===== config.mk =====
export PLATFORM = sky130hd
export DESIGN_NAME = drbu_csr
export DESIGN_NICKNAME = d
export VERILOG_FILES = /design/src/hw/rtl/drbu_pkg.sv /design/src/hw/rtl/drbu_csr.sv
export SDC_FILE = /design/constraint.sdc
export NUM_CORES = 1
export LEC_CHECK = 0
export BUFFER_PORTS_ARGS = -buffer_cell sky130_fd_sc_hd__buf_2
export CAP_MARGIN = 20
export CORE_MARGIN = 1.5
export CORE_UTILIZATION = 21
export DETAILED_ROUTE_END_ITERATION = 8
export PLACE_DENSITY = 0.75
export SETUP_SLACK_MARGIN = 0.3
export SLEW_MARGIN = 20
export SYNTH_ARGS = -nofsm -noshare
export SYNTH_HDL_FRONTEND = slang
export SYNTH_SLANG_ARGS = --single-unit
export TNS_END_PERCENT = 50

===== constraint.sdc =====
create_clock -name clock -period 0.8 [get_ports clock]
set_input_delay 0.08 -clock clock [delete_from_list [all_inputs] [get_ports clock]]
set_output_delay 0.08 -clock clock [all_outputs]
set_load 0.1 [all_outputs]

===== src/hw/rtl/drbu_pkg.sv =====
// Shared types and constants of the raw bank unpacker.
package drbu_pkg;

   // Cell map sizing; the map index is the cell id modulo CELL_COUNT.
   localparam int CELL_COUNT = 2048;
   localparam int CELL_IDX_W = $clog2(CELL_COUNT);

   // Field widths of the bank format and the results.
   localparam int WORD_W  = 32;
   localparam int COUNT_W = 7;
   localparam int CRATE_W = 5;
   localparam int CHAN_W  = 6;
   localparam int CELL_W  = CRATE_W + CHAN_W;
   localparam int VALUE_W = 10;

   // Card header layout.
   localparam int HDR_TRIG_LSB  = 0;
   localparam int HDR_ADC_LSB   = 7;
   localparam int HDR_CRATE_LSB = 18;
   localparam int HDR_GEN_BIT   = 23;
   localparam int HDR_SYNC_BIT  = 28;
   localparam int HDR_LINK_BIT  = 29;

   // Entry layouts.
   localparam int TRIG_HIT_BIT  = 6;
   localparam int ADC_CHAN_LSB  = 10;

   // Seen memory: one tag per cell and digit kind.
   localparam int MEM_ADDR_W = CELL_IDX_W + 1;
   localparam int MEM_DEPTH  = 2 * CELL_COUNT;
   localparam int EPOCH_W    = 8;
   localparam logic [EPOCH_W-1:0] EPOCH_NONE  = '0;
   localparam logic [EPOCH_W-1:0] EPOCH_FIRST = EPOCH_W'(1);
   localparam logic [EPOCH_W-1:0] EPOCH_MAX   = '1;

   // Register port.
   localparam int CSR_ADDR_W = 3;
   localparam int CSR_DATA_W = 32;

   typedef enum logic [1:0] {
      KIND_HEADER = 2'd0,
      KIND_TRIG   = 2'd1,
      KIND_ADC    = 2'd2
   } kind_type;

   typedef enum logic [1:0] {
      PHASE_HEADER = 2'd0,
      PHASE_TRIG   = 2'd1,
      PHASE_ADC    = 2'd2
   } phase_type;

   typedef enum logic {
      REG_SKIP_TRIG = 1'b0,
      REG_SKIP_ADC  = 1'b1
   } reg_index_type;

   typedef struct packed {
      logic skip_trigger;
      logic skip_adc;
   } cfg_type;

   // One operation of the map stage: a result to emit, or a bare event marker.
   typedef struct packed {
      logic              emit;
      logic              check;
      logic              bump;
      kind_type          kind;
      logic [CELL_W-1:0] cell_id;
      logic [VALUE_W-1:0] value;
      logic              general_error;
      logic              sync_error;
      logic              link_error;
      logic              truncated;
      logic              last;
   } op_type;

   typedef struct packed {
      kind_type           kind;
      logic [CELL_W-1:0]  cell_id;
      logic [VALUE_W-1:0] value;
      logic               general_error;
      logic               sync_error;
      logic               link_error;
      logic               duplicate;
      logic               truncated;
      logic               last;
   } rsp_type;

endpackage


===== src/hw/rtl/drbu_csr.sv =====
// Configuration registers behind the APB-style port.
module drbu_csr
   import drbu_pkg::*;
(
   input  logic                  clock,
   input  logic                  reset,
   input  logic                  psel,
   input  logic                  penable,
   input  logic                  pwrite,
   input  logic [CSR_ADDR_W-1:0] paddr,
   input  logic [CSR_DATA_W-1:0] pwdata,
   output logic [CSR_DATA_W-1:0] prdata,
   output logic                  pready,
   output cfg_type               cfg
);

   cfg_type       cfg_ff;
   cfg_type       cfg_in;
   reg_index_type reg_index;
   logic          wr_en;

   assign pready    = 1'b1;
   assign reg_index = reg_index_type'(paddr[2]);
   assign wr_en     = psel && penable && pwrite;

   // Register write decode.
   always_comb begin
      cfg_in = cfg_ff;
      if (wr_en) begin
         unique case (reg_index)
            REG_SKIP_TRIG: cfg_in.skip_trigger = pwdata[0];
            REG_SKIP_ADC:  cfg_in.skip_adc     = pwdata[0];
            default:       cfg_in = cfg_ff;
         endcase
      end
   end

   always_ff @(posedge clock) begin
      if (reset) begin
         cfg_ff <= '0;
      end else begin
         cfg_ff <= cfg_in;
      end
   end

   // Read mux.
   always_comb begin
      prdata = '0;
      unique case (reg_index)
         REG_SKIP_TRIG: prdata[0] = cfg_ff.skip_trigger;
         REG_SKIP_ADC:  prdata[0] = cfg_ff.skip_adc;
         default:       prdata = '0;
      endcase
   end

   assign cfg = cfg_ff;

endmodule


-- After elaboration in Yosys (flattened, before gate mapping)
Index checks and enable logic that the tools add are counted.
- memory bits (writable): 0
- logic and storage cells: 8
- bits in latches: 0
- bits in read-only memories: 0
- register bits: 2
- input bits: 40
- memories: 0
- shift-type cells: 0
- $mul: 0
- bitwise operators: 1
- divide/modulo/power cells: 0
- add/subtract/negate cells: 0
- eq/ne operators: 0
- reductions and logical operators: 4
- order comparisons: 0
- mux-type cells: 1
- operators with widths (operator ; count):
    AND reduction 2 bit ; 2
    logical AND 1 bit ; 2
    case mux 1 bit (2 select lines) ; 1
    inverter 1 bit ; 1

-- Longest topological paths before layout
- word-level depth: 3
- gate-level depth with buffers: 2
- mapped depth without buffers: 2

-- Worst setup path before layout
Ideal clock, no wire load.
- path type: register to output
- start: reg cfg_ff (netlist bit cfg[0])
- end: out prdata[0]
- path slack: -0.885 ns
- arrival: 1.605 ns
- stages on the path, launching flop included: 2
- cell sequence: dfxtp_1 -> mux2_2
- cells in the longest elaborated chain, start to end: 1
- RTL lines (element ; RTL line ; text):
    start, declared ; drbu_csr.sv:17 ; cfg_type cfg_ff;
    start signal, assigned ; drbu_csr.sv:42 ; cfg_ff <= cfg_in;
    case mux 1 bit (2 select lines) ; drbu_csr.sv:49 ; unique case (reg_index)
    end, declared ; drbu_csr.sv:12 ; output logic [CSR_DATA_W-1:0] prdata,
Every way passes these cells.

-- Worst setup path in the final report
- start: reg cfg_ff (netlist bit cfg[1])
- end: out prdata[0]
The elaborated chain is that of the path after synthesis.

==> impl_metrics.yaml <==
outcome:
  status: "finished, violations left"
  violations: "negative setup slack"
clock_tree:
  cts_buffers: 3
  clk_pin_slew_ns: 0.03
  htreeDepth: 1
  clock-root-buffer: "clkbuf_4"
  clock-sinks: 2
  clk_latency_ns: 0.22
  clk_path_buf_depth: 2
  post_cts_buffers: 0
  cts_tree: "yes"
floorplanning:
  io_pins: 75
  rows: 14
  start_util: 0.2289
  die_x_um: 43.99
  core_area_mm2: 0.001541
  die_y_um: 43.99
  dieArea_mm2: 0.001935
logic_synthesis:
  synth_top_cell_area_share: 0.6809
  yosysTopAreaCell: "buf_4"
  yosys-top-cells-area: "buf_4, dfxtp_1, mux2i_1"
  synth_seq_cells: 2
  seq_area_frac_synth: 0.1135
  yosys_warnings: 0
  syn_inst: 44
  ys_types: 8
  avgSynthCellArea_um2: 8.019
  syn_area_um2: 352.8
drt:
  ant_nets: 0
  via_per_inst: 3.042
  drt_iter0_drc: 0
  dr.pass1.iters: 1
  wirelength_um: 437
  drc: 0
  via_count: 219
  post_drt_wl_per_cell_um: 6.069
global_routing:
  overflow: 0
  grt_max_degree: 4
  grt_first_pass_wirelength_um: 648
  grt_pass1_vias: 176
  track_usage: 0.05161
  antenna_found_initial: 0
power_and_ir_drop:
  switching_share: 0.7161
  power.share.sequential: 0.094
  power_frac_comb: 0.693
  p_per_area_mw_per_mm2: 2708
  leakagePower_nw: 0.2283
  pwr-share-clk: 0.213
  switchingPower_uw: 752.2
  intPower_uw: 298.3
  power.total_mw: 1.050
  ir_drop_uv: 784.8
cells_and_area:
  largest_register_ffs: 2
  final_cell_count_no_fill: 72
  area_delta_synth_final_pct: 9.929
  drive_gt1_frac: 0.3036
  n_antenna_cell: 0
  layout.nets: 98
sta:
  setup_slack_ns: -0.2823
  timing.final.crit_share: 1.353
  finalSetupViolations: 3
  fin_skew_ns: 0
  setup_tns_ns: -0.5174
  fmax_mhz: 924.0
  hold_violations: 0
  report.final.slew_viol_count: 0
  fin_crit_ns: 1.082
  grt_setup_unrepaired: "yes"
critical_path:
  crit_type: "flip-flop to output port"
  start_kind: "flip-flop"
  arrival_ns: 1.00
  crit_fanout: 2
  rr_worst_depth: 3
  cp.required_ns: 0.72
  reg2reg_from: "cfg[1]"
  critical_path.endpoint_type: "output port"
  crit_start: "cfg[1]"
place:
  post-place-ws_ns: -0.1496
  dpl.hpwl_um: 407
  dp_cells: 69
  io_buffers: 9
  gp_congestion: 0.6151
flow_run:
  max-cap-violations: 0
worst_hold_path:
  hold_depth: 3
  hp-class: "input port to flip-flop"
  hold_start: "reset"
-- worst max-delay path: stages (launching register included) --
cell,delay (ns)
dfxtp_4,0.33
mux2_4,0.28
buf_12,0.17
-- final timing paths --
path,endpoint,slack [ns]
worst max-delay path,prdata[0],-0.28
worst min-delay path,cfg[1],0.14
worst max register to register,cfg[1],0.10
worst min register to register,cfg[0],0.62
-- through the flow --
stage | hold slack (ns) | cell area [um^2] | utilization
2_1_floorplan | 0.2445 | 476.7 | -
3_3_place_gp | 0.3651 | 346.6 | 0.2248
3_5_place_dp | 0.3717 | 346.6 | 0.2248
4_1_cts | 0.1337 | 387.9 | 0.2516
5_1_grt | 0.1562 | 387.9 | 0.2516
6_report | 0.1365 | 387.9 | 0.2516
-- synth_stat cells --
cell type	instances
mux2_2	1
dfxtp_1	2
buf_4	32
nand2b_1	3
mux2i_1	2
nand4_1	1
conb_1	2
nand4b_1	1
-- cells in the final DEF (no fill, tap or decap), types with 2 or more instances in the layout --
master,n
conb_1,32
buf_2,6
nand2b_1,3
clkbuf_4,3
buf_12,3
mux2i_1,2
dfxtp_4,2
-- cell type report --
class | count | area, um^2
flip-flops and latches | 2 | 47.55
clock buffers | 3 | 22.52
well taps | 16 | 20.02
fillers | 174 | 1154
repair buffers | 11 | 108.9
multi-input cells | 40 | 188.9
-- layer usage --
metal	GRT usage	vias to the layer above	wire (um)
met4	0.07273	0	13
met3	0.03333	2	85
met2	0.08529	30	245
met5	0	-	0
li1	-	98	-
met1	0.02985	89	92
-- power groups by stage --
stage,Combinational (mW),Sequential [mW],Clock [mW]
3_3_place_gp,0.718,0.0997,0
3_5_place_dp,0.720,0.100,0
6_report,0.728,0.0990,0.224
4_1_cts,0.725,0.0991,0.236
5_1_grt,0.743,0.0991,0.254
2_1_floorplan,0.792,0.116,0
-- kinds of logic after synthesis --
logic type / count (synthesis) / synth area share
DFF: 2 / 0.1135
muxes: 3 / 0.08865
buffers and inverters: 32 / 0.6808
and+or+nand+nor: 5 / 0.09577
other: 2 / 0.02128
-- what timing repair did --
action	4_1_cts	5_1_grt
endpoints found under the setup margin	5	5
resized for setup	5	0
hold buffers	0	0
Note: power is estimated with default switching activity, not from simulation.
