**src/hw/rtl/drbu_pkg.sv**
```systemverilog
// Shared types and constants of the raw bank unpacker.
package drbu_pkg;

   // Cell map sizing; the map index is the cell id modulo CELL_COUNT.
   localparam int CELL_COUNT = 2048;
   localparam int CELL_IDX_W = $clog2(CELL_COUNT);

   // Field widths of the bank format and the results.
   localparam int WORD_W  = 32;
   localparam int COUNT_W = 7;
   localparam int CRATE_W = 5;
   localparam int CHAN_W  = 6;
   localparam int CELL_W  = CRATE_W + CHAN_W;
   localparam int VALUE_W = 10;

   // Card header layout.
   localparam int HDR_TRIG_LSB  = 0;
   localparam int HDR_ADC_LSB   = 7;
   localparam int HDR_CRATE_LSB = 18;
   localparam int HDR_GEN_BIT   = 23;
   localparam int HDR_SYNC_BIT  = 28;
   localparam int HDR_LINK_BIT  = 29;

   // Entry layouts.
   localparam int TRIG_HIT_BIT  = 6;
   localparam int ADC_CHAN_LSB  = 10;

   // Seen memory: one tag per cell and digit kind.
   localparam int MEM_ADDR_W = CELL_IDX_W + 1;
   localparam int MEM_DEPTH  = 2 * CELL_COUNT;
   localparam int EPOCH_W    = 8;
   localparam logic [EPOCH_W-1:0] EPOCH_NONE  = '0;
   localparam logic [EPOCH_W-1:0] EPOCH_FIRST = EPOCH_W'(1);
   localparam logic [EPOCH_W-1:0] EPOCH_MAX   = '1;

   // Register port.
   localparam int CSR_ADDR_W = 3;
   localparam int CSR_DATA_W = 32;

   typedef enum logic [1:0] {
      KIND_HEADER = 2'd0,
      KIND_TRIG   = 2'd1,
      KIND_ADC    = 2'd2
   } kind_type;

   typedef enum logic [1:0] {
      PHASE_HEADER = 2'd0,
      PHASE_TRIG   = 2'd1,
      PHASE_ADC    = 2'd2
   } phase_type;

   typedef enum logic {
      REG_SKIP_TRIG = 1'b0,
      REG_SKIP_ADC  = 1'b1
   } reg_index_type;

   typedef struct packed {
      logic skip_trigger;
      logic skip_adc;
   } cfg_type;

   // One operation of the map stage: a result to emit, or a bare event marker.
   typedef struct packed {
      logic              emit;
      logic              check;
      logic              bump;
      kind_type          kind;
      logic [CELL_W-1:0] cell_id;
      logic [VALUE_W-1:0] value;
      logic              general_error;
      logic              sync_error;
      logic              link_error;
      logic              truncated;
      logic              last;
   } op_type;

   typedef struct packed {
      kind_type           kind;
      logic [CELL_W-1:0]  cell_id;
      logic [VALUE_W-1:0] value;
      logic               general_error;
      logic               sync_error;
      logic               link_error;
      logic               duplicate;
      logic               truncated;
      logic               last;
   } rsp_type;

endpackage

```
**src/hw/rtl/drbu_req_if.sv**
```systemverilog
// Input channel: one bank word per item.
interface drbu_req_if
   import drbu_pkg::*;
   ();
   logic              valid;
   logic              ready;
   logic [WORD_W-1:0] bank_word;
   logic              first_of_event;
   logic              last_of_bank;

   modport source (output valid, bank_word, first_of_event, last_of_bank, input ready);
   modport sink   (input valid, bank_word, first_of_event, last_of_bank, output ready);
endinterface

```
**src/hw/rtl/drbu_parser.sv**
```systemverilog
// Bank parser: tracks the header phase and counts, and splits each word into operations.
module drbu_parser
   import drbu_pkg::*;
(
   input  logic       clock,
   input  logic       reset,
   drbu_req_if.sink   req,
   input  cfg_type    cfg,
   output logic       op_valid,
   input  logic       op_ready,
   output op_type     op
);

   // Parse state, updated when a word is accepted.
   phase_type          phase_ff, phase_in;
   logic [COUNT_W-1:0] trig_left_ff, trig_left_in;
   logic [COUNT_W-1:0] adc_left_ff, adc_left_in;
   logic [CRATE_W-1:0] crate_ff, crate_in;

   // Holding slot for the word whose operations are being issued.
   logic               slot_valid_ff;
   logic [WORD_W-1:0]  slot_word_ff;
   kind_type           slot_kind_ff;
   logic [CRATE_W-1:0] slot_crate_ff;
   logic               slot_gen_ff, slot_sync_ff, slot_link_ff;
   logic               slot_trunc_ff;
   logic               slot_first_ff;
   logic               slot_emit_ff;
   logic [1:0]         slot_last_idx_ff;
   logic [1:0]         idx_ff;

   // Decode of the incoming word.
   logic [2:0]         n_res;
   logic [2:0]         take;
   kind_type           dec_kind;
   logic               dec_gen, dec_sync, dec_link;
   logic               dec_trunc;
   logic [1:0]         dec_last_idx;

   logic               req_fire;
   logic               op_fire;
   logic               op_final;
   logic [7:0]         trig_byte;
   logic [15:0]        adc_half;

   assign req_fire = req.valid && req.ready;
   assign op_fire  = op_valid && op_ready;
   assign op_final = (idx_ff == slot_last_idx_ff);
   assign req.ready = !slot_valid_ff || (op_ready && op_final);

   // Next parse state and the number of results of the incoming word.
   always_comb begin
      phase_in     = phase_ff;
      trig_left_in = trig_left_ff;
      adc_left_in  = adc_left_ff;
      crate_in     = crate_ff;
      n_res        = 3'd0;
      take         = 3'd0;
      dec_kind     = KIND_HEADER;
      dec_gen      = 1'b0;
      dec_sync     = 1'b0;
      dec_link     = 1'b0;
      unique case (phase_ff)
         PHASE_HEADER: begin
            trig_left_in = req.bank_word[HDR_TRIG_LSB +: COUNT_W];
            adc_left_in  = req.bank_word[HDR_ADC_LSB +: COUNT_W];
            crate_in     = req.bank_word[HDR_CRATE_LSB +: CRATE_W];
            dec_gen      = req.bank_word[HDR_GEN_BIT];
            dec_sync     = req.bank_word[HDR_SYNC_BIT];
            dec_link     = req.bank_word[HDR_LINK_BIT];
            n_res        = 3'd1;
            if (trig_left_in != '0) begin
               phase_in = PHASE_TRIG;
            end else if (adc_left_in != '0) begin
               phase_in = PHASE_ADC;
            end else begin
               phase_in = PHASE_HEADER;
            end
         end
         PHASE_TRIG: begin
            dec_kind     = KIND_TRIG;
            take         = (trig_left_ff < COUNT_W'(4)) ? trig_left_ff[2:0] : 3'd4;
            trig_left_in = trig_left_ff - COUNT_W'(take);
            n_res        = cfg.skip_trigger ? 3'd0 : take;
            if (trig_left_in == '0) begin
               phase_in = (adc_left_ff != '0) ? PHASE_ADC : PHASE_HEADER;
            end
         end
         PHASE_ADC: begin
            dec_kind    = KIND_ADC;
            take        = (adc_left_ff < COUNT_W'(2)) ? adc_left_ff[2:0] : 3'd2;
            adc_left_in = adc_left_ff - COUNT_W'(take);
            n_res       = cfg.skip_adc ? 3'd0 : take;
            if (adc_left_in == '0) begin
               phase_in = PHASE_HEADER;
            end
         end
         default: begin
            phase_in = PHASE_HEADER;
         end
      endcase

      // End of bank: flag a bank cut short and go back to the header phase.
      dec_trunc = req.last_of_bank && (phase_in != PHASE_HEADER);
      if (req.last_of_bank) begin
         if (n_res == 3'd0 && dec_trunc) begin
            n_res    = 3'd1;
            dec_kind = KIND_HEADER;
         end
         phase_in     = PHASE_HEADER;
         trig_left_in = '0;
         adc_left_in  = '0;
      end
      dec_last_idx = (n_res == 3'd0) ? 2'd0 : 2'(n_res - 3'd1);
   end

   always_ff @(posedge clock) begin
      if (reset) begin
         phase_ff     <= PHASE_HEADER;
         trig_left_ff <= '0;
         adc_left_ff  <= '0;
         crate_ff     <= '0;
      end else if (req_fire) begin
         phase_ff     <= phase_in;
         trig_left_ff <= trig_left_in;
         adc_left_ff  <= adc_left_in;
         crate_ff     <= crate_in;
      end
   end

   // Slot control.
   always_ff @(posedge clock) begin
      if (reset) begin
         slot_valid_ff <= 1'b0;
         idx_ff        <= '0;
      end else begin
         if (req_fire) begin
            slot_valid_ff <= 1'b1;
         end else if (op_fire && op_final) begin
            slot_valid_ff <= 1'b0;
         end
         if (req_fire || (op_fire && op_final)) begin
            idx_ff <= '0;
         end else if (op_fire) begin
            idx_ff <= idx_ff + 2'd1;
         end
      end
   end

   // Slot payload.
   always_ff @(posedge clock) begin
      if (req_fire) begin
         slot_word_ff     <= req.bank_word;
         slot_kind_ff     <= dec_kind;
         slot_crate_ff    <= crate_in;
         slot_gen_ff      <= dec_gen;
         slot_sync_ff     <= dec_sync;
         slot_link_ff     <= dec_link;
         slot_trunc_ff    <= dec_trunc;
         slot_first_ff    <= req.first_of_event;
         slot_emit_ff     <= (n_res != 3'd0);
         slot_last_idx_ff <= dec_last_idx;
      end
   end

   // Operation for the current entry slot.
   assign trig_byte = slot_word_ff[{idx_ff, 3'b000} +: 8];
   assign adc_half  = slot_word_ff[{idx_ff[0], 4'b0000} +: 16];

   always_comb begin
      op.emit          = slot_emit_ff;
      op.check         = slot_emit_ff && (slot_kind_ff != KIND_HEADER);
      op.bump          = slot_first_ff && (idx_ff == 2'd0);
      op.kind          = slot_kind_ff;
      op.general_error = slot_gen_ff;
      op.sync_error    = slot_sync_ff;
      op.link_error    = slot_link_ff;
      op.truncated     = slot_trunc_ff;
      op.last          = op_final;
      case (slot_kind_ff)
         KIND_TRIG: begin
            op.cell_id = {slot_crate_ff, trig_byte[CHAN_W-1:0]};
            op.value   = VALUE_W'(trig_byte[TRIG_HIT_BIT]);
         end
         KIND_ADC: begin
            op.cell_id = {slot_crate_ff, adc_half[ADC_CHAN_LSB +: CHAN_W]};
            op.value   = adc_half[VALUE_W-1:0];
         end
         default: begin
            op.cell_id = {slot_crate_ff, {CHAN_W{1'b0}}};
            op.value   = '0;
         end
      endcase
   end

   assign op_valid = slot_valid_ff;

endmodule

```
**src/flat_wrapper.sv**
```systemverilog
// flat-port wrapper written by rule: the top's interface ports become plain ports
module drbu_parser_flat import drbu_pkg::*;
  (clock, reset, cfg, op_valid, op_ready, op, req_valid, req_bank_word, req_first_of_event, req_last_of_bank, req_ready);
  drbu_req_if req_i ();
  input  logic clock;
  input  logic reset;
  input  cfg_type cfg;
  output logic op_valid;
  input  logic op_ready;
  output op_type op;
  input wire logic [$bits(req_i.valid)-1:0] req_valid;
  input wire logic [$bits(req_i.bank_word)-1:0] req_bank_word;
  input wire logic [$bits(req_i.first_of_event)-1:0] req_first_of_event;
  input wire logic [$bits(req_i.last_of_bank)-1:0] req_last_of_bank;
  output wire logic [$bits(req_i.ready)-1:0] req_ready;
  assign req_i.valid = req_valid;
  assign req_i.bank_word = req_bank_word;
  assign req_i.first_of_event = req_first_of_event;
  assign req_i.last_of_bank = req_last_of_bank;
  assign req_ready = req_i.ready;
  drbu_parser u_core (.clock(clock), .reset(reset), .req(req_i), .cfg(cfg), .op_valid(op_valid), .op_ready(op_ready), .op(op));
endmodule
```
**config.mk**
```make
export PLATFORM = sky130hd
export DESIGN_NAME = drbu_parser_flat
export DESIGN_NICKNAME = d
export VERILOG_FILES = /design/src/hw/rtl/drbu_pkg.sv /design/src/hw/rtl/drbu_req_if.sv /design/src/hw/rtl/drbu_parser.sv /design/src/flat_wrapper.sv
export SDC_FILE = /design/constraint.sdc
export NUM_CORES = 1
export LEC_CHECK = 0
export BUFFER_PORTS_ARGS = -buffer_cell sky130_fd_sc_hd__buf_2
export CORE_ASPECT_RATIO = 0.5
export CORE_MARGIN = 1.5
export CORE_UTILIZATION = 50
export CTS_BUF_LIST = sky130_fd_sc_hd__clkbuf_2
export CTS_CLUSTER_DIAMETER = 200
export DETAILED_ROUTE_END_ITERATION = 6
export HOLD_SLACK_MARGIN = 0.05
export PLACE_DENSITY = 0.75
export SLEW_MARGIN = 20
export SYNTH_ARGS = -nofsm -noshare
export SYNTH_HDL_FRONTEND = slang
export SYNTH_SLANG_ARGS = --single-unit
```
**constraint.sdc**
```tcl
create_clock -name clock -period 2.8 [get_ports clock]
set_input_delay 0 -clock clock [delete_from_list [all_inputs] [get_ports clock]]
set_output_delay 0 -clock clock [all_outputs]
set_load 0.02 [all_outputs]
```
# ---- Word-level counts from Yosys, hierarchy flattened
# Cells that the tools add are included.
dict set report totals {
  reg_bits 71
  in_bits 40
  out_inout_bits 33
  elab_cells 83
}
dict set report classes {
  addsub 4
  magnitude_cmp 2
  eq_ne 5
  shift 2
  n_mux 25
  n_reduce_logical 29
}
# op count
set ops {}
lappend ops {{16-bit one-hot mux with 2 select lines} 1}
lappend ops {{32-bit by 6-bit variable part select with 16-bit output} 1}
lappend ops {{32-bit by 6-bit variable part select with 7-bit output} 1}
lappend ops {{7-bit one-hot mux with 2 select lines} 2}
lappend ops {{7-bit nonzero test} 3}
lappend ops {{3-bit 2-to-1 mux} 6}
lappend ops {{2-bit 2-to-1 mux} 8}
lappend ops {{7-bit logical NOT} 2}
lappend ops {{7-bit 2-to-1 mux} 2}
lappend ops {{7-bit by 3-bit subtractor with 7-bit output} 2}
lappend ops {{3-bit one-hot mux with 3 select lines} 1}
lappend ops {{3-bit nonzero test} 3}
lappend ops {{1-bit logical AND} 8}
lappend ops {{7-bit by 2-bit < comparator with 1-bit output, second input constant} 1}
lappend ops {{7-bit by 3-bit < comparator with 1-bit output, second input constant} 1}
lappend ops {{3-bit logical NOT} 2}
lappend ops {{2-bit one-hot mux with 3 select lines} 1}
lappend ops {{2-bit nonzero test} 3}
lappend ops {{5-bit 2-to-1 mux} 1}
lappend ops {{2-bit by 1-bit equality test with 1-bit output, second input constant} 2}
lappend ops {{2-bit equality test, second input constant} 2}
lappend ops {{2-bit logical NOT} 2}
lappend ops {{2-bit one-hot mux with 2 select lines} 1}
lappend ops {{2-bit AND reduction} 2}
lappend ops {{other kinds (7)} 9}

# ---- Depth between registers and ports, before layout
# Gate-level depths: netlist of run 1.
dict set report logic_depth {
  word_depth 12
  ltp_mapped 15
  depth_no_buf 14
}

# ---- Worst setup path after synthesis of run 1
# No wires, ideal clock.
dict set report synth_path {
  kind {register -> register}
  startpoint {register u_core.trig_left_ff[6]}
  endpoint {register u_core.slot_last_idx_ff[1], data pin}
  setup_ns 0.254
  arrival_ns 2.701
  required_time_ns 2.546
  setup_slack_ns -0.155
  path_stages_with_launch 15
  path_buffers 1
  synth_period_minus_slack_ns 2.955
  path_cell_list {dfxtp_1 -> buf_6 -> nor4_2 -> nand2b_1 -> nand2_1 -> ha_1 -> or4_1 -> nand2_1 -> a221oi_1 -> a41oi_1 -> nand3b_4 -> a21boi_1 -> ha_1 -> nand2_1 -> nor2b_1}
}
dict set report synth_between {
  elab_chain_cells 12
  word_cells_on_any_way 16
  cone_classes {2 x add/sub; 1 x order compare; 7 x mux; 6 x reduce/logical}
}
# item line
set synth_lines {}
lappend synth_lines {{start: declaration} drbu_parser.sv:16} ;# logic [COUNT_W-1:0] trig_left_ff, trig_left_in;
lappend synth_lines {{start signal: assignment} drbu_parser.sv:125} ;# trig_left_ff <= trig_left_in;
lappend synth_lines {{7-bit by 3-bit < comparator with 1-bit output} drbu_parser.sv:82} ;# take = (trig_left_ff < COUNT_W'(4)) ? trig_left_ff[2:0] : 3'd4;
lappend synth_lines {{3-bit 2-to-1 mux} drbu_parser.sv:82}
lappend synth_lines {{7-bit by 3-bit subtractor with 7-bit output} drbu_parser.sv:83} ;# trig_left_in = trig_left_ff - COUNT_W'(take);
lappend synth_lines {{7-bit logical NOT} drbu_parser.sv:85} ;# if (trig_left_in == '0) begin
lappend synth_lines {{2-bit 2-to-1 mux} drbu_parser.sv:85}
lappend synth_lines {{2-bit one-hot mux with 3 select lines} drbu_parser.sv:63} ;# unique case (phase_ff)
lappend synth_lines {{2-bit nonzero test} drbu_parser.sv:104} ;# dec_trunc = req.last_of_bank && (phase_in != PHASE_HEADER);
lappend synth_lines {{1-bit logical AND} drbu_parser.sv:104}
lappend synth_lines {{1-bit logical AND} drbu_parser.sv:106} ;# if (n_res == 3'd0 && dec_trunc) begin
lappend synth_lines {{3-bit 2-to-1 mux} drbu_parser.sv:106}
lappend synth_lines {{3-bit 2-to-1 mux *} drbu_parser.sv:105} ;# if (req.last_of_bank) begin
lappend synth_lines {{2-bit by 1-bit subtractor with 2-bit output or 3-bit logical NOT (tied branches)} drbu_parser.sv:114} ;# dec_last_idx = (n_res == 3'd0) ? 2'd0 : 2'(n_res - 3'd1);
lappend synth_lines {{end signal: assignment} drbu_parser.sv:162} ;# slot_last_idx_ff <= dec_last_idx;
lappend synth_lines {{end: declaration} drbu_parser.sv:29} ;# logic [1:0] slot_last_idx_ff;
# Mark *: on every way between the ends. The rest lies on a longest branch, timed or not.
# A chain may end at the register's enable or synchronous reset.

# ---- Final worst setup path of run 1
# Same ends and word-level chain as after synthesis.

==> impl_metrics.json, run 1 <==
{
  "diodes": 0,
  "grt_overflow_total": 0,
  "slowest_stage": "dfxtp_2",
  "placedCellCount": 511,
  "total_power_w": 0.00247,
  "die_w_um": 126,
  "fin_skew_ns": 0.0276,
  "yosys.area.top_type": "edfxtp_1",
  "antenna_found_initial": 0,
  "fin_nets": 514,
  "firstDrtPassIters": 6,
  "netlist_instances": 351,
  "top_layer": "met4",
  "synthDistinctLibCells": 60,
  "met3WireLength_um": 746,
  "synth_compound_area_share_pct": 14.6,
  "cp-start-kind": "register",
  "cellPowerDensity_nw_per_um2": 503,
  "grt_pass1_wl_mm": 15.2,
  "power.leakage_nw": 1.92,
  "synthAdderAreaFrac_pct": 2.30,
  "grt_use_total_pct": 24.3,
  "synth_area_um2": 3800,
  "cts-root-buf": "clkbuf_2",
  "drv_slew": 0,
  "hpwlAfterDp_mm": 6.59,
  "synth-edff-count": 47,
  "slew_headroom_pct": 57.9,
  "num_vias": 3292,
  "cts_tree": "built",
  "worst_slew_pin_slew_ns": 0.629,
  "min_period_ns": 2.70,
  "cp.required_ns": 3.13,
  "muxShareOfSynthArea_pct": 10.2,
  "area_growth_syn_to_layout_pct": 29.0,
  "end_kind": "register",
  "dieHeight_um": 64.7,
  "drt_iter0_drc": 305,
  "hold_ws_ns": 0.147,
  "period_share_pct": 96.4,
  "synthTopCellsByArea": "edfxtp_1 37%, dfxtp_1 13%, mux4_2 4.1%, mux2i_1 3.9%, nand2_1 3.6%",
  "io_buffer_count": 72,
  "hp-class": "in2reg",
  "syn-mean-instance-area_um2": 10.8,
  "met2RoutedLength_mm": 4.60,
  "ant_nets": 0,
  "stdcell_count": 568,
  "cp_max_fo": 5,
  "status": "completed",
  "synth_common_cells": "47 x edfxtp_1, 36 x nand2_1, 32 x nor2_1, 24 x dfxtp_1, 20 x o21ai_0",
  "cts_max_level": 3,
  "max-cap-violations": 0,
  "clk_path_buf_depth": 2,
  "synth_xor_area_share_pct": 1.15,
  "cts.reportedPaths.clkPinSlew_ns": 0.21,
  "via_per_inst": 5.80,
  "synth_top_family_by_area": "simple AND/OR/NAND/NOR gates",
  "start_util_pct": 51.8,
  "ys_seq_area_share_pct": 49.7,
  "critPathMostFrequentCell": "nand2_1",
  "grt_pass1_vias": 3093,
  "die_area_um2": 8170,
  "ys_warn_count": 0,
  "synth-main-ff-cell": "edfxtp_1",
  "synth_seq_cells": 71,
  "critPathArrivalTime_ns": 3.03,
  "finalHoldViolCount": 0,
  "clk_latency_ns": 0.53,
  "cp_slowest_stage_delay_ns": 0.40,
  "gp_congestion": 0.915,
  "ir_worst_vdd_mv": 0.209,
  "worstSetupPathType": "reg2reg",
  "setup_viol": 0,
  "wl_per_cell_um": 17.4,
  "design.core.area_um2": 7350,
  "synth_most_common_cell": "edfxtp_1",
  "drive_gt1_share_pct": 31.4,
  "yosys.area_share.simple_pct": 15.7,
  "multi_input_area_um2": 1770,
  "register_area_um2": 1900,
  "routed_wirelength_mm": 9.88,
  "worstPathCellList": "nor4_4, nand2b_1, nand2_1, ha_4, or3_1, o32a_1, o2bb2ai_2, a41oi_2, nand3b_4, a21boi_2, ha_1, nand2_1, nor2b_1",
  "synth_top_area_share_pct": 37.1,
  "async_flop_share_pct": 0,
  "grt_max_degree": 37,
  "wl_met1_mm": 4.28,
  "clock_sinks": 71,
  "clock.fmax_mhz": 370,
  "nFillCells": 546,
  "pin_count": 73,
  "rows": 22,
  "post-route-drc-count": 0,
  "cts_inserted_buffers": 9
}
[state kept, by name, indices dropped and copies added (netlist names)]
name and cells:
u_core.slot_word_ff 32, u_core.slot_gen_ff 1, u_core.slot_crate_ff 5, u_core.idx_ff 2
u_core.slot_link_ff 1, u_core.phase_ff 2, u_core.slot_last_idx_ff 2, u_core.slot_sync_ff 1
u_core.slot_kind_ff 2, u_core.slot_trunc_ff 1, u_core.slot_first_ff 1, u_core.crate_ff 5
u_core.op_valid 1, u_core.adc_left_ff 7, u_core.trig_left_ff 7, u_core.slot_emit_ff 1
[critical path, delay by kind of cell, from the launching register on]
family	cells	cell delay, ns
flops	1	0.40
simple gates	7	0.97
compound gates	4	0.79
fa+ha+maj	2	0.34
[placed cells by master (no fill, tap or decap), types with 2 or more instances in the layout]
master,n
edfxtp_1,47
nor3_1,7
mux2_2,7
buf_2,72
nand2_1,36
nor3_4,2
nand2b_1,4
nor3b_1,3
a31oi_1,6
dfxtp_2,6
mux2i_1,15
or3_1,5
inv_1,9
ha_1,5
dfxtp_1,17
o211ai_1,2
conb_1,2
clkbuf_2,11
bufinv_16,3
a22oi_1,13
clkinv_1,2
o21a_1,3
o31ai_1,2
o21ai_0,18
xor2_1,3
or4_1,2
nor3_2,2
xnor2_1,2
nor2b_1,4
a21oi_1,18
buf_4,19
nor2_1,32
dlygate4sd3_1,40
o21ai_1,4
nand3_1,6
and2_1,6
a32oi_1,2
mux4_2,7
[path summary, 6_finish.rpt]
path	start	slack, ns	cells after the start	end
max	u_core.trig_left_ff[6]	0.10	13	u_core.slot_last_idx_ff[1]
max reg2reg	u_core.trig_left_ff[6]	0.10	13	u_core.slot_last_idx_ff[1]
min	cfg[0]	0.15	5	u_core.slot_last_idx_ff[1]
min reg2reg	u_core.crate_ff[2]	0.47	2	u_core.crate_ff[2]
[kinds of logic (layout without fill, tap and decap cells)]
family | count (synthesis) | after routing
and+or+nand+nor | 117 | 117
AOI/OAI and AO/OA | 83 | 83
DFF | 71 | 71
buffers and inverters | 38 | 158
muxes | 29 | 29
adders and majority gates | 7 | 7
xor gates and xnor gates | 5 | 5
other | 1 | 2
[repair_timing]
item	CTS	global route
pin swaps	0	6
resized for setup	1	22
buffers inserted	0	1
endpoints found under the hold margin	69	0
hold buffers	40	0
endpoints found under the setup margin	2	3
[metrics by stage]
step	TNS [ns]	util [%]	cell area, um^2	setup WS (ns)
after floorplan	0	-	3820	0.0156
after global placement	0	57.9	4260	0.128
after detailed placement	0	57.9	4260	0.0140
after CTS	0	65.5	4810	0.0240
after global routing	-0.0497	66.8	4910	-0.0280
final	0	66.8	4910	0.101
[metal layers]
| layer | up-vias | global-route usage, % |
|---|---|---|
| met5 | - | 0 |
| met4 | 0 | 10.6 |
| met3 | 28 | 6.69 |
| met2 | 147 | 39.2 |
| met1 | 1585 | 31.0 |
| li1 | 1532 | - |
[final cells by class]
type                       instances  area share, %
sequential                        71           38.8
multi-input combinational        243           36.1
timing repair buffer             132           18.8
tap                               96           2.45
clock inverter                     5           1.99
clock buffer                      11           1.12
inverter                          10          0.765
[where the power goes]
part / internal [W] / switching, W / total (W)
clock: 0.000387 / 0.000362 / 0.000749
sequential: 0.00119 / 0.0000390 / 0.00123
combinational: 0.000218 / 0.000275 / 0.000493
total: 0.00179 / 0.000675 / 0.00247
(Power assumes the default switching activity.)
==> run 2: changes to the inputs <==
==> constraint.sdc (replaced) <==
create_clock -name clock -period 2.3 [get_ports clock]
set_input_delay 0 -clock clock [delete_from_list [all_inputs] [get_ports clock]]
set_output_delay 0 -clock clock [all_outputs]
set_load 0.02 [all_outputs]
==> impl_metrics.json, run 2 (same netlist as run 1, synthesis figures left out) <==
{
  "post-route-drc-count": 0,
  "drv_slew": 0,
  "final_common_cell": "buf_2",
  "diodes": 0,
  "cp-start-kind": "register",
  "pin_count": 73,
  "via_per_inst": 5.60,
  "gp_congestion": 0.907,
  "hpwlAfterDp_mm": 6.88,
  "drive_gt1_share_pct": 36.8,
  "cts_tree": "built",
  "area_growth_syn_to_layout_pct": 34.4,
  "worstSetupPathType": "reg2reg",
  "cellPowerDensity_nw_per_um2": 579,
  "drt_iter0_drc": 367,
  "status": "complete, but fails checks",
  "worst_slew_pin_slew_ns": 0.706,
  "largest_reg_flops": 32,
  "rows": 22,
  "start_util_pct": 51.8,
  "period_share_pct": 114,
  "routed_wirelength_mm": 10.2,
  "end_kind": "register",
  "ir_worst_vdd_mv": 0.250,
  "cp_max_fo": 5,
  "grt_pass1_wl_mm": 16.3,
  "rsz0062_at_grt": "yes",
  "finalHoldViolCount": 0,
  "failed_checks": "setup timing",
  "min_period_ns": 2.62,
  "design.core.area_um2": 7350,
  "top_register": "u_core.slot_word_ff",
  "total_power_w": 0.00296,
  "grt_pass1_vias": 3307,
  "num_vias": 3312,
  "clock_sinks": 71,
  "cts.reportedPaths.clkPinSlew_ns": 0.20,
  "grt_use_total_pct": 26.1,
  "clk_latency_ns": 0.54,
  "antenna_found_initial": 0,
  "cp.required_ns": 2.61,
  "critPathArrivalTime_ns": 2.93,
  "die_area_um2": 8170,
  "hp-class": "in2reg",
  "setup_ws_ns": -0.319,
  "setup_viol": 7,
  "dieHeight_um": 64.7,
  "grt_overflow_total": 0,
  "ant_nets": 0,
  "fin_skew_ns": 0.0275,
  "max-cap-violations": 0,
  "layout_common_cells": "72 x buf_2, 47 x edfxtp_1, 39 x dlygate4sd3_1",
  "tns_ns": -1.71,
  "cts_max_level": 3,
  "cts-root-buf": "clkbuf_2",
  "die_w_um": 126,
  "reg_top3": "u_core.slot_word_ff x32, u_core.adc_left_ff x7, u_core.trig_left_ff x7",
  "firstDrtPassIters": 5,
  "cts_inserted_buffers": 9,
  "grt_max_degree": 32,
  "fin_nets": 537,
  "power.leakage_nw": 2.04,
  "wl_per_cell_um": 17.3,
  "io_buffer_count": 72,
  "clk_path_buf_depth": 2,
  "clock.fmax_mhz": 382,
  "slew_headroom_pct": 52.8
}
run 2: cell types whose count changed in the layout (fill, tap and decap cells not counted), sizes merged:
cell / previous run / this run
bufinv: 3 / 2
clkinvlp: 0 / 1
clkinv: 2 / 3
buf: 92 / 116
clkbuf: 11 / 10
dlygate4sd3: 40 / 39
run 2: cell type report:
class                      count  area [um^2]
timing repair buffer         155         1120
clock buffer                  10         50.0
fill                         545         2240
sequential                    71         1900
multi-input combinational    243         1790
tap                           96          120
inverter                      10         37.5
clock inverter                 6         85.1
run 2: final timing paths:
path | startpoint | to | slack, ns | depth (start not counted)
worst max-delay path | u_core.trig_left_ff[5] | u_core.slot_last_idx_ff[0] | -0.32 | 15
worst max register to register | u_core.trig_left_ff[5] | u_core.slot_last_idx_ff[0] | -0.32 | 15
worst min-delay path | req_first_of_event | u_core.slot_first_ff | 0.16 | 2
worst min register to register | u_core.crate_ff[1] | u_core.crate_ff[1] | 0.47 | 2
run 2: power by group:
part	total (W)	internal, W	switching (W)
Clock	0.000822	0.000360	0.000462
Sequential	0.00149	0.00145	0.0000419
Combinational	0.000651	0.000298	0.000353
Total	0.00296	0.00211	0.000856
run 2: per-stage QoR:
step                      worst slack, ns  util (%)  std cells  area, um^2  hold WS, ns
final                              -0.319      69.6        591        5110        0.161
after global routing               -0.496      69.6        591        5110        0.128
after CTS                          -0.325      69.2        590        5080        0.111
after detailed placement           -0.377      60.7        530        4460        0.179
after global placement             -0.265      60.7        530        4460        0.177
after floorplan                   0.00305         -        352        3870       0.0989
run 2: critical path, stage by stage, from the launching register on:
cell	delay, ns
dfxtp_2	0.37
nor4_4	0.36
nand2b_4	0.10
nand2_4	0.07
ha_4	0.14
buf_12	0.10
or4_1	0.09
nand2_1	0.05
a221oi_2	0.30
a41oi_2	0.17
nand3b_4	0.19
a21boi_2	0.13
ha_2	0.18
nand2_2	0.05
nand2_1	0.06
a21oi_1	0.04
run 2: timing repair:
item,4_1_cts,5_1_grt
setup endpoints to repair,17,12
hold endpoints to repair,79,0
pin swaps,11,9
hold buffers,39,0
resized for setup,16,8
buffers inserted,5,1
run 2: per-layer routing:
layer | track usage [%] | part of all wire [%] | up-vias | wire length [um]
met5 | 0 | 0 | - | 0
met4 | 10.2 | 2.0 | 0 | 200
met3 | 6.61 | 7.5 | 27 | 769
met2 | 42.1 | 48 | 146 | 4870
met1 | 34.3 | 43 | 1567 | 4360
li1 | - | - | 1572 | -
